==> config.mk <==
export PLATFORM = sky130hd
export DESIGN_NAME = md5_stream_hasher
export DESIGN_NICKNAME = d
export VERILOG_FILES = /design/src/sv/md5sh_pkg.sv /design/src/sv/md5sh_ram.sv /design/src/sv/md5sh_round.sv /design/src/sv/md5_stream_hasher.sv
export SDC_FILE = /design/constraint.sdc
export NUM_CORES = 2
export LEC_CHECK = 0
export ABC_CLOCK_PERIOD_IN_PS = 9900
export BUFFER_PORTS_ARGS = -buffer_cell sky130_fd_sc_hd__buf_4
export CELL_PAD_IN_SITES_DETAIL_PLACEMENT = 0
export CELL_PAD_IN_SITES_GLOBAL_PLACEMENT = 1
export CORE_ASPECT_RATIO = 0.5
export CORE_UTILIZATION = 31
export DETAILED_ROUTE_END_ITERATION = 10
export PLACE_DENSITY_LB_ADDON = 0.1
export RECOVER_POWER = 100
export SKIP_LAST_GASP = 1
export SYNTH_ARGS = -nofsm -noshare
export SYNTH_HDL_FRONTEND = slang
export SYNTH_SLANG_ARGS = --single-unit
==> constraint.sdc <==
create_clock -name clk -period 9.9 [get_ports clk]
set_clock_uncertainty 0.15 [all_clocks]
set_input_delay 0.99 -clock clk [delete_from_list [all_inputs] [get_ports clk]]
set_output_delay 0.99 -clock clk [all_outputs]
set_load 0.01 [all_outputs]
==> src/sv/md5sh_pkg.sv <==
// Shared types, constants and round tables for the MD5 stream hasher.
package md5sh_pkg;

  typedef struct packed {
    logic [31:0] a;
    logic [31:0] b;
    logic [31:0] c;
    logic [31:0] d;
  } md5sh_abcd_t;

  localparam md5sh_abcd_t MD5SH_INIT = '{
    a: 32'h67452301,
    b: 32'hefcdab89,
    c: 32'h98badcfe,
    d: 32'h10325476
  };

  localparam int unsigned MD5SH_WORDS = 16;
  localparam logic [3:0]  MD5SH_LAST_ZERO_IDX = 4'd13;
  localparam logic [3:0]  MD5SH_LEN_LO_IDX    = 4'd14;
  localparam logic [3:0]  MD5SH_LEN_HI_IDX    = 4'd15;
  localparam logic [7:0]  MD5SH_PAD_BYTE      = 8'h80;

  localparam logic [31:0] MD5SH_K [64] = '{
    32'hd76aa478, 32'he8c7b756, 32'h242070db, 32'hc1bdceee,
    32'hf57c0faf, 32'h4787c62a, 32'ha8304613, 32'hfd469501,
    32'h698098d8, 32'h8b44f7af, 32'hffff5bb1, 32'h895cd7be,
    32'h6b901122, 32'hfd987193, 32'ha679438e, 32'h49b40821,
    32'hf61e2562, 32'hc040b340, 32'h265e5a51, 32'he9b6c7aa,
    32'hd62f105d, 32'h02441453, 32'hd8a1e681, 32'he7d3fbc8,
    32'h21e1cde6, 32'hc33707d6, 32'hf4d50d87, 32'h455a14ed,
    32'ha9e3e905, 32'hfcefa3f8, 32'h676f02d9, 32'h8d2a4c8a,
    32'hfffa3942, 32'h8771f681, 32'h6d9d6122, 32'hfde5380c,
    32'ha4beea44, 32'h4bdecfa9, 32'hf6bb4b60, 32'hbebfbc70,
    32'h289b7ec6, 32'heaa127fa, 32'hd4ef3085, 32'h04881d05,
    32'hd9d4d039, 32'he6db99e5, 32'h1fa27cf8, 32'hc4ac5665,
    32'hf4292244, 32'h432aff97, 32'hab9423a7, 32'hfc93a039,
    32'h655b59c3, 32'h8f0ccc92, 32'hffeff47d, 32'h85845dd1,
    32'h6fa87e4f, 32'hfe2ce6e0, 32'ha3014314, 32'h4e0811a1,
    32'hf7537e82, 32'hbd3af235, 32'h2ad7d2bb, 32'heb86d391
  };

  // Rotate amount for a round: four values per group of sixteen rounds.
  function automatic logic [4:0] md5sh_rot(input logic [5:0] rnd);
    logic [4:0] s;
    case ({rnd[5:4], rnd[1:0]})
      4'b0000: s = 5'd7;
      4'b0001: s = 5'd12;
      4'b0010: s = 5'd17;
      4'b0011: s = 5'd22;
      4'b0100: s = 5'd5;
      4'b0101: s = 5'd9;
      4'b0110: s = 5'd14;
      4'b0111: s = 5'd20;
      4'b1000: s = 5'd4;
      4'b1001: s = 5'd11;
      4'b1010: s = 5'd16;
      4'b1011: s = 5'd23;
      4'b1100: s = 5'd6;
      4'b1101: s = 5'd10;
      4'b1110: s = 5'd15;
      default: s = 5'd21;
    endcase
    return s;
  endfunction

  // Message word index used by a round.
  function automatic logic [3:0] md5sh_widx(input logic [5:0] rnd);
    logic [3:0] r;
    logic [3:0] g;
    r = rnd[3:0];
    case (rnd[5:4])
      2'd0:    g = r;
      2'd1:    g = 4'((r << 2) + r + 4'd1);
      2'd2:    g = 4'((r << 1) + r + 4'd5);
      default: g = 4'((r << 3) - r);
    endcase
    return g;
  endfunction

endpackage

==> src/sv/md5sh_ram.sv <==
// Generic single-write, single-read RAM with registered read data.
module md5sh_ram #(
  parameter int WIDTH = 32,
  parameter int DEPTH = 16
) (
  input  logic                     clk,
  input  logic                     we,
  input  logic [$clog2(DEPTH)-1:0] waddr,
  input  logic [WIDTH-1:0]         wdata,
  input  logic [$clog2(DEPTH)-1:0] raddr,
  output logic [WIDTH-1:0]         rdata
);

  logic [WIDTH-1:0] mem_r [DEPTH];

  always_ff @(posedge clk) begin
    if (we) begin
      mem_r[waddr] <= wdata;
    end
    rdata <= mem_r[raddr];
  end

endmodule

==> src/sv/md5sh_round.sv <==
// One MD5 round: the shared datapath reused for all 64 rounds of a block.
module md5sh_round
  import md5sh_pkg::*;
(
  input  logic [5:0]  rnd,
  input  md5sh_abcd_t cur,
  input  logic [31:0] w,
  output md5sh_abcd_t nxt
);

  logic [31:0] f;
  logic [31:0] sum;
  logic [63:0] dbl;

  always_comb begin
    case (rnd[5:4])
      2'd0:    f = (cur.b & cur.c) | (~cur.b & cur.d);
      2'd1:    f = (cur.b & cur.d) | (cur.c & ~cur.d);
      2'd2:    f = cur.b ^ cur.c ^ cur.d;
      default: f = cur.c ^ (cur.b | ~cur.d);
    endcase
    sum = cur.a + f + MD5SH_K[rnd] + w;
    dbl = {sum, sum} << md5sh_rot(rnd);
    nxt.a = cur.d;
    nxt.b = cur.b + dbl[63:32];
    nxt.c = cur.b;
    nxt.d = cur.c;
  end

endmodule

==> src/sv/md5_stream_hasher.sv <==
// Top level of the MD5 stream hasher: byte intake, padding sequencer and round loop.
//
// The input channel carries one transaction per message byte (in_has_byte high)
// and marks the end of a message with in_end_of_message, on the last byte or
// on an empty transaction. Bytes are gathered into little-endian words and
// written into a 16-word block RAM. A byte transaction that is not the last
// of a block is accepted without a stall.
// When the 64th byte of a block arrives, in_stall stays high while the block
// is compressed: the working words are loaded, then 64 rounds run through the
// single round unit (one round per cycle, message words read from the block
// RAM a round ahead), and the result is added into the chaining words.
// At the end mark the sequencer writes the pad word, zero words and the
// 64-bit bit length, one RAM word per cycle, then compresses; when fewer than
// nine bytes of space remain, two padded blocks are compressed. The digest
// appears on the output channel once the padded block or blocks are compressed,
// and the chaining words and byte count return to their
// initial values. The digest sits in an output register; if the receiver
// stalls it holds, and the block waits before writing a newer digest.
// Reset (synchronous, rst_n low) restores the initial chaining words, clears
// the count and drops out_valid; the block RAM needs no clearing.
module md5_stream_hasher
  import md5sh_pkg::*;
(
  input  logic        clk,
  input  logic        rst_n,
  input  logic        in_valid,
  output logic        in_stall,
  input  logic [7:0]  in_data_byte,
  input  logic        in_has_byte,
  input  logic        in_end_of_message,
  output logic        out_valid,
  input  logic        out_stall,
  output logic [31:0] out_digest_word0,
  output logic [31:0] out_digest_word1,
  output logic [31:0] out_digest_word2,
  output logic [31:0] out_digest_word3
);

  typedef enum logic [3:0] {
    S_IDLE,
    S_PADW,
    S_ZERO,
    S_LEN0,
    S_LEN1,
    S_LOAD,
    S_ROUND,
    S_FIN,
    S_EMIT
  } state_t;

  localparam int AW = $clog2(MD5SH_WORDS);

  state_t      state_r, state_nxt;
  logic [60:0] count_r, count_nxt;
  logic [31:0] word_r, word_nxt;
  logic [3:0]  widx_r, widx_nxt;
  logic [5:0]  rnd_r, rnd_nxt;
  logic        end_pend_r, end_pend_nxt;
  logic        need_extra_r, need_extra_nxt;
  logic        last_r, last_nxt;
  md5sh_abcd_t chain_r, chain_nxt;
  md5sh_abcd_t wk_r, wk_nxt;
  md5sh_abcd_t round_out;
  md5sh_abcd_t dig_r, dig_nxt;
  logic        out_valid_r, out_valid_nxt;

  logic          ram_we;
  logic [AW-1:0] ram_waddr;
  logic [31:0]   ram_wdata;
  logic [AW-1:0] ram_raddr;
  logic [31:0]   ram_rdata;

  logic [1:0]  lane;
  logic [31:0] pad_word;

  assign lane = count_r[1:0];

  // The pad word keeps the bytes already gathered, puts the pad byte in the
  // next lane and zeros the remaining lanes.
  always_comb begin
    for (int k = 0; k < 4; k++) begin
      if (2'(k) < lane) begin
        pad_word[8*k +: 8] = word_r[8*k +: 8];
      end else if (2'(k) == lane) begin
        pad_word[8*k +: 8] = MD5SH_PAD_BYTE;
      end else begin
        pad_word[8*k +: 8] = 8'd0;
      end
    end
  end

  // The read address runs one round ahead so that the registered RAM output
  // lines up with the round that uses it.
  assign ram_raddr = AW'(md5sh_widx((state_r == S_ROUND) ? rnd_r + 6'd1 : 6'd0));

  md5sh_ram #(
    .WIDTH(32),
    .DEPTH(MD5SH_WORDS)
  ) u_blk_ram (
    .clk  (clk),
    .we   (ram_we),
    .waddr(ram_waddr),
    .wdata(ram_wdata),
    .raddr(ram_raddr),
    .rdata(ram_rdata)
  );

  md5sh_round u_round (
    .rnd(rnd_r),
    .cur(wk_r),
    .w  (ram_rdata),
    .nxt(round_out)
  );

  always_comb begin
    state_nxt      = state_r;
    count_nxt      = count_r;
    word_nxt       = word_r;
    widx_nxt       = widx_r;
    rnd_nxt        = rnd_r;
    end_pend_nxt   = end_pend_r;
    need_extra_nxt = need_extra_r;
    last_nxt       = last_r;
    chain_nxt      = chain_r;
    wk_nxt         = wk_r;
    dig_nxt        = dig_r;
    out_valid_nxt  = out_valid_r;
    ram_we         = 1'b0;
    ram_waddr      = '0;
    ram_wdata      = '0;

    if (out_valid_r && !out_stall) begin
      out_valid_nxt = 1'b0;
    end

    unique case (state_r)
      S_IDLE: begin
        if (in_valid) begin
          if (in_has_byte) begin
            word_nxt[8*lane +: 8] = in_data_byte;
            count_nxt = count_r + 61'd1;
            if (lane == 2'd3) begin
              ram_we    = 1'b1;
              ram_waddr = AW'(count_r[5:2]);
              ram_wdata = {in_data_byte, word_r[23:0]};
            end
          end
          if (in_has_byte && count_r[5:0] == 6'd63) begin
            // A full block: compress first, pad afterwards if this ends the message.
            end_pend_nxt = in_end_of_message;
            state_nxt    = S_LOAD;
          end else if (in_end_of_message) begin
            state_nxt = S_PADW;
          end
        end
      end
      S_PADW: begin
        ram_we         = 1'b1;
        ram_waddr      = AW'(count_r[5:2]);
        ram_wdata      = pad_word;
        end_pend_nxt   = 1'b0;
        widx_nxt       = count_r[5:2] + 4'd1;
        need_extra_nxt = (count_r[5:3] == 3'b111);
        if (count_r[5:3] == 3'b111) begin
          // No room for the length: the rest of this block is zero-filled and compressed without it.
          state_nxt = (count_r[5:2] == MD5SH_LEN_HI_IDX) ? S_LOAD : S_ZERO;
        end else begin
          state_nxt = (count_r[5:2] == MD5SH_LAST_ZERO_IDX) ? S_LEN0 : S_ZERO;
        end
      end
      S_ZERO: begin
        ram_we    = 1'b1;
        ram_waddr = AW'(widx_r);
        ram_wdata = '0;
        widx_nxt  = widx_r + 4'd1;
        if (need_extra_r && widx_r == MD5SH_LEN_HI_IDX) begin
          state_nxt = S_LOAD;
        end else if (!need_extra_r && widx_r == MD5SH_LAST_ZERO_IDX) begin
          state_nxt = S_LEN0;
        end
      end
      S_LEN0: begin
        ram_we    = 1'b1;
        ram_waddr = AW'(MD5SH_LEN_LO_IDX);
        ram_wdata = {count_r[28:0], 3'b000};
        state_nxt = S_LEN1;
      end
      S_LEN1: begin
        ram_we    = 1'b1;
        ram_waddr = AW'(MD5SH_LEN_HI_IDX);
        ram_wdata = count_r[60:29];
        last_nxt  = 1'b1;
        state_nxt = S_LOAD;
      end
      S_LOAD: begin
        wk_nxt    = chain_r;
        rnd_nxt   = 6'd0;
        state_nxt = S_ROUND;
      end
      S_ROUND: begin
        wk_nxt  = round_out;
        rnd_nxt = rnd_r + 6'd1;
        if (rnd_r == 6'd63) begin
          state_nxt = S_FIN;
        end
      end
      S_FIN: begin
        chain_nxt.a = chain_r.a + wk_r.a;
        chain_nxt.b = chain_r.b + wk_r.b;
        chain_nxt.c = chain_r.c + wk_r.c;
        chain_nxt.d = chain_r.d + wk_r.d;
        if (last_r) begin
          state_nxt = S_EMIT;
        end else if (need_extra_r) begin
          need_extra_nxt = 1'b0;
          widx_nxt       = 4'd0;
          state_nxt      = S_ZERO;
        end else if (end_pend_r) begin
          state_nxt = S_PADW;
        end else begin
          state_nxt = S_IDLE;
        end
      end
      S_EMIT: begin
        if (!out_valid_r || !out_stall) begin
          dig_nxt       = chain_r;
          out_valid_nxt = 1'b1;
          chain_nxt     = MD5SH_INIT;
          count_nxt     = '0;
          last_nxt      = 1'b0;
          state_nxt     = S_IDLE;
        end
      end
      default: state_nxt = S_IDLE;
    endcase
  end

  always_ff @(posedge clk) begin
    if (!rst_n) begin
      state_r      <= S_IDLE;
      count_r      <= '0;
      end_pend_r   <= 1'b0;
      need_extra_r <= 1'b0;
      last_r       <= 1'b0;
      chain_r      <= MD5SH_INIT;
      out_valid_r  <= 1'b0;
      rnd_r        <= '0;
      widx_r       <= '0;
    end else begin
      state_r      <= state_nxt;
      count_r      <= count_nxt;
      end_pend_r   <= end_pend_nxt;
      need_extra_r <= need_extra_nxt;
      last_r       <= last_nxt;
      chain_r      <= chain_nxt;
      out_valid_r  <= out_valid_nxt;
      rnd_r        <= rnd_nxt;
      widx_r       <= widx_nxt;
      word_r       <= word_nxt;
      wk_r         <= wk_nxt;
      dig_r        <= dig_nxt;
    end
  end

  assign in_stall         = (state_r != S_IDLE);
  assign out_valid        = out_valid_r;
  assign out_digest_word0 = dig_r.a;
  assign out_digest_word1 = dig_r.b;
  assign out_digest_word2 = dig_r.c;
  assign out_digest_word3 = dig_r.d;

endmodule

Word level (Yosys, flattened, before mapping)
Memories as Yosys holds them, arrays and structs flattened. A register that Yosys moved wholly into a read port is not among the register bits.
Index checks and enable logic that the tools add are counted.
{"block": "word_totals", "ramBits": 512, "memories": 3, "input_bits": 14, "romBits": 2128, "ff_bits": 495, "output_inout_bits": 130}
{"memory": "(no name shown)", "depth": 64, "width": 32, "read_ports": 1, "rd_clocked_by_memory_dff": 0, "write_ports": 0, "line": "md5sh_round.sv:22", "source": "sum = cur.a + f + MD5SH_K[rnd] + w;"}
{"memory": "u_blk_ram.mem_r", "depth": 16, "width": 32, "read_ports": 1, "rd_clocked_by_memory_dff": 1, "write_ports": 1, "line": "md5sh_ram.sv:14", "source": "logic [WIDTH-1:0] mem_r [DEPTH];"}
{"memory": "(no name shown)", "depth": 16, "width": 5, "read_ports": 1, "rd_clocked_by_memory_dff": 1, "write_ports": 0, "line": "md5sh_pkg.sv:46", "source": "case ({rnd[5:4], rnd[1:0]})"}
{"block": "classes", "add_sub_neg": 18, "bitwise": 13, "n_reduce_logical": 31, "mux": 65, "eq_ne": 32, "order_cmp": 5, "n_shift": 3}
{"op": "case mux 128 bit (2 select lines)", "count": 2}
{"op": "adder 32 bit", "count": 8}
{"op": "2-to-1 mux 61 bit", "count": 3}
{"op": "2-to-1 mux 32 bit", "count": 5}
{"op": "AND 32 bit", "count": 4}
{"op": "2-to-1 mux 128 bit", "count": 1}
{"op": "case mux 32 bit (4 select lines)", "count": 1}
{"op": "case mux 61 bit (2 select lines)", "count": 1}
{"op": "OR 32 bit", "count": 3}
{"op": "case mux 32 bit (3 select lines)", "count": 1}
{"op": "bitwise XOR 32 bit", "count": 3}
{"op": "2-to-1 mux 8 bit", "count": 8}
{"op": "inverter 32 bit", "count": 2}
{"op": "left shift 64 x 5 -> 64 bit", "count": 1}
{"op": "adder 61 x 1 -> 61 bit, second input constant", "count": 1}
{"op": "2-to-1 mux 4 bit", "count": 15}
{"op": "case mux 4 bit (9 select lines)", "count": 1}
{"op": "negation 5 -> 34 bit", "count": 1}
{"op": "variable shift 8 x 34 -> 32 bit, first input constant", "count": 1}
{"op": "variable part select 8 x 34 -> 32 bit", "count": 1}
{"op": "bitwise mux 32 bit", "count": 1}
{"op": "case mux 4 bit (3 select lines)", "count": 2}
{"op": "== test 4 bit, second input constant", "count": 5}
{"op": "case mux 4 bit (5 select lines)", "count": 1}
{"op": "other kinds (40)", "count": 95}

Logic depth before layout (Yosys ltp)
{"block": "depth", "ltp_word": 10, "ltp_mapped": 43, "mapped_depth_nobuf": 40}

Cells and area by module
A second synthesis with hierarchy kept.
{"block": "hier_totals", "hier_cells": 5312, "hier_area_um2": 57401.3}
{"module": "md5_stream_hasher", "area_each_um2": 25079.1, "n_inst": 1, "cells_each": 2632}
{"module": "md5sh_ram", "area_each_um2": 19835.3, "n_inst": 1, "cells_each": 838}
{"module": "md5sh_round", "area_each_um2": 12487.0, "n_inst": 1, "cells_each": 1842}

Least setup slack after synthesis
Ideal clock, no wire load.
{"block": "synth_timing", "path_type": "reg2reg", "startpoint": "register rnd_r[1]", "endpoint": "register wk_r[94] in the netlist's numbering (data pin)", "path_slack_ps": 151, "arrival_ps": 9331, "path_stages_with_launch": 42, "required_ps": 9482, "setup_ps": 268, "path_buffers": 3, "path_cell_list": "dfxtp_1 clkbuf_1 inv_1 clkbuf_1 ha_1 clkbuf_1 nor2_1 nor3_1 a31o_2 mux4_2 fa_1 fa_1 inv_1 ha_1 inv_1 fa_1 nand2b_1 a21oi_1 [... 6 more ...] nand2_1 o21a_1 mux2_2 mux2_2 ha_1 fa_1 a21o_1 a21o_1 a21oi_1 o211ai_1 o31a_1 a31o_2 nand2_1 o21ai_1 or4b_1 a31oi_1 xor2_1 o21ai_0"}
{"item": "start: declaration", "line": "md5_stream_hasher.sv:57", "source": "logic [5:0] rnd_r, rnd_nxt;"}
{"item": "start signal: assignment", "line": "md5_stream_hasher.sv:257", "source": "rnd_r <= rnd_nxt;"}
{"item": "end signal: assignment", "line": "md5_stream_hasher.sv:260", "source": "wk_r <= wk_nxt;"}
{"item": "end: declaration", "line": "md5_stream_hasher.sv:62", "source": "md5sh_abcd_t wk_r, wk_nxt;"}

==> impl_metrics.csv <==
group,metric,value,unit
logic_synthesis,avgSynthCellArea,11.0,um^2
die,pin_count,144,
logic_synthesis,synthesis.area,56700,um^2
worst_setup_path,endpoint_kind,"register",
detailed_routing,vias,42400,
finish,n_fill_cell,18100,
worst_setup_path,slowest_delay,580,ps
logic_synthesis,synth_top_area_share,41.9,%
finish,layout.nets,5742,
detailed_routing,drt_iter0_markers,3629,
worst_setup_path,path_buf_inv,6,
finish,final_common_cell,"edfxtp_1",
sta,slew_headroom,-118,%
clock_tree,htreeDepth,3,
power,power_density,192,nW/um^2
die,start_util,31.4,%
clock_tree,clk_pin_slew,70,ps
worst_setup_path,worstSetupStartpointType,"register",
logic_synthesis,synth-async-reset-ratio,0,%
run,max-cap-violations,33,
worst_setup_path,critPathTopFamily,"compound AO/OA/AOI/OAI gates",
global_route,grt_max_degree,84,
die,die_y,305,um
clock_tree,cts_tree,"built",
worst_setup_path,critPathArrivalTime,9820,ps
die,dieArea,185000,um^2
logic_synthesis,synth_flop_cell,"edfxtp_1",
sta,report.final.hold_viol_count,0,
logic_synthesis,netlist_instances,5176,
detailed_routing,detail_route.wl_per_cell,26.5,um
power,peakVddDrop,0.000160,V
detailed_routing,drc_errors,0,
power,leakage,24.6,nW
outcome,status,"finished with violations",
die,core_area,181000,um^2
sta,worstMarginPinSlew,3270,ps
die,num_rows,110,
global_route,antenna_found_initial,10,
placement,dpl_cell_area,62200,um^2
finish,area_growth,14.9,%
sta,setup_violations,0,
sta,fmax,0.105,GHz
outcome,violations,"max-capacitance violations, max-slew violations",
global_route,overflow,0,
placement,numPlacedInstances,7737,
global_route,grt_pass1_wl,302000,um
logic_synthesis,synth.largest_area_cell,"edfxtp_1",
worst_setup_path,required,10210,ps
sta,post-route-period-util,96.1,%
placement,portBuffers,143,
clock_tree,cts_made_buffers,101,
logic_synthesis,synthDistinctLibCells,104,
clock_tree,hold_buffers,0,
clock_tree,cts_buffer_depth,3,
detailed_routing,firstDrtPassIters,7,
finish,mostFrequentLayoutCells,"edfxtp_1 (792), nand2_1 (665), o21ai_0 (355)",
die,die_w,607,um
global_route,grtUsageTotal,22.4,%
min_path,hp-start,"count_r[43]$_SDFFE_PN0P_",
global_route,grt_pass1_vias,42000,
detailed_routing,wirelength,210000,um
sta,rsz0062_at_grt,"yes",
worst_setup_path,path_class,"reg2reg",
logic_synthesis,yosysWarnings,0,
min_path,hold_class,"reg2reg",
finish,drive_gt1_share,14.1,%
sta,finalCriticalPeriod,9510,ps
logic_synthesis,syn_nets,5486,
clock_tree,clock_tree.root_cell,"clkbuf_16",
detailed_routing,ant_nets,0,
sta,whs,349,ps
finish,stdcell_count,7930,
logic_synthesis,synthTopCellsByArea,"edfxtp_1 (42%), dfxtp_1 (8.6%), mux4_2 (5.8%)",
worst_setup_path,startpoint,"rnd_r[0]$_SDFFE_PN0N_",
worst_setup_path,rr_startpoint,"rnd_r[0]$_SDFFE_PN0N_",
clock_tree,clock_sinks,1036,
logic_synthesis,ys_seq_area_share,50.5,%
clock_tree,post_cts_buffers,0,
worst_setup_path,critPathSlowestCell,"fa_1",
clock_tree,clock_latency,750,ps
logic_synthesis,synth-edff-count,792,
placement,gp_congestion,0.966,
placement,dp_hpwl,149000,um
finish,final_cell_area,65200,um^2
sta,setup_tns,0,ps
worst_setup_path,path_max_fanout,9,
detailed_routing,vias_per_cell,5.34,
sta,finalMaxSlewViolations,1189,
logic_synthesis,ys_ff_latch,1036,
[tightest hold or removal path: stages, from the launching register on]
cell	delay, ps
dfxtp_1	320
o21ai_0	70
a21oi_1	60
[state kept, by name, indices dropped and copies added (netlist names), 61 cells and up, named ones only]
signal / cells
wk_r: 128
chain_r: 128
u_blk_ram.mem_r: 512
count_r: 61
[final cells by class]
| cell class | instances | area (um^2) | area share (%) |
|---|---|---|---|
| clock buffers | 132 | 2760 | 4.23 |
| repair buffers | 416 | 2600 | 3.99 |
| diodes | 1 | 2.50 | 0.00384 |
| well taps | 2408 | 3010 | 4.62 |
| inverters | 225 | 846 | 1.30 |
| clock inverters | 60 | 671 | 1.03 |
| multi-input cells | 3652 | 26600 | 40.8 |
| flip-flops and latches | 1036 | 28700 | 44.0 |
[through the flow]
stage | total power, W | utilization (%) | setup slack (ps)
detailed placement | 0.00851 | 34.4 | -23.0
CTS | 0.0126 | 36.3 | 50.7
global placement | 0.00850 | 34.4 | 82.3
finish | 0.0125 | 36.0 | 389
global route | 0.0131 | 36.0 | -40.6
floorplan | 0.00711 | - | 151
[cells by family (layout without fill, tap and decap cells)]
group	after synthesis	in the layout	share of synthesized area, %
xor+xnor	249	249	3.87
mux	296	296	8.55
fa+ha+maj	297	297	7.44
compound gates	1275	1275	14.1
other cells	0	1	0
buf+inv	488	833	3.34
flops	1036	1036	50.5
simple gates	1535	1535	12.2
[report_power, final]
group	total, W	leakage [nW]	internal [W]	switching (W)
Sequential	0.00477	9.78	0.00473	0.0000410
Clock	0.00405	1.64	0.00218	0.00187
Combinational	0.00370	13.2	0.00161	0.00209
[layer usage]
metal | vias to the layer above | GRT usage [%] | part of all wire (%)
li1 | 19600 | - | -
met1 | 21500 | 32.8 | 48
met2 | 1046 | 35.5 | 45
met3 | 218 | 2.76 | 4.3
met4 | 0 | 4.62 | 2.1
met5 | - | 0 | 0
[cells in the mapped netlist, drive strengths merged, types with 30 or more instances]
cell,instances
edfxtp,792
nand2,667
o21ai,379
nor2,346
a21oi,345
dfxtp,244
ha,228
inv,224
clkbuf,200
mux4,145
xnor2,143
nand3,126
xor2,105
a21o,90
mux2i,90
nor3,90
o211ai,76
fa,68
buf,63
mux2,61
and2,46
or2,45
a211oi,44
a31oi,44
nand2b,43
and3,38
o22ai,36
nor2b,31
or3,30
[path summary, 6_finish.rpt]
path | end | slack (ps) | cells after the start
setup / recovery | wk_r[94]$_DFFE_PP_ | 390 | 42
hold / removal | count_r[43]$_SDFFE_PN0P_ | 350 | 2
setup reg to reg | wk_r[94]$_DFFE_PP_ | 390 | 42
hold reg to reg | count_r[43]$_SDFFE_PN0P_ | 350 | 2
[repair_timing]
item / CTS / global route
pin swaps: 0 / 5
endpoints found under the hold margin: 0 / 0
setup endpoints to repair: 1 / 8
gates resized for setup: 2 / 48
No activity file was read; power rests on OpenSTA's default activity.
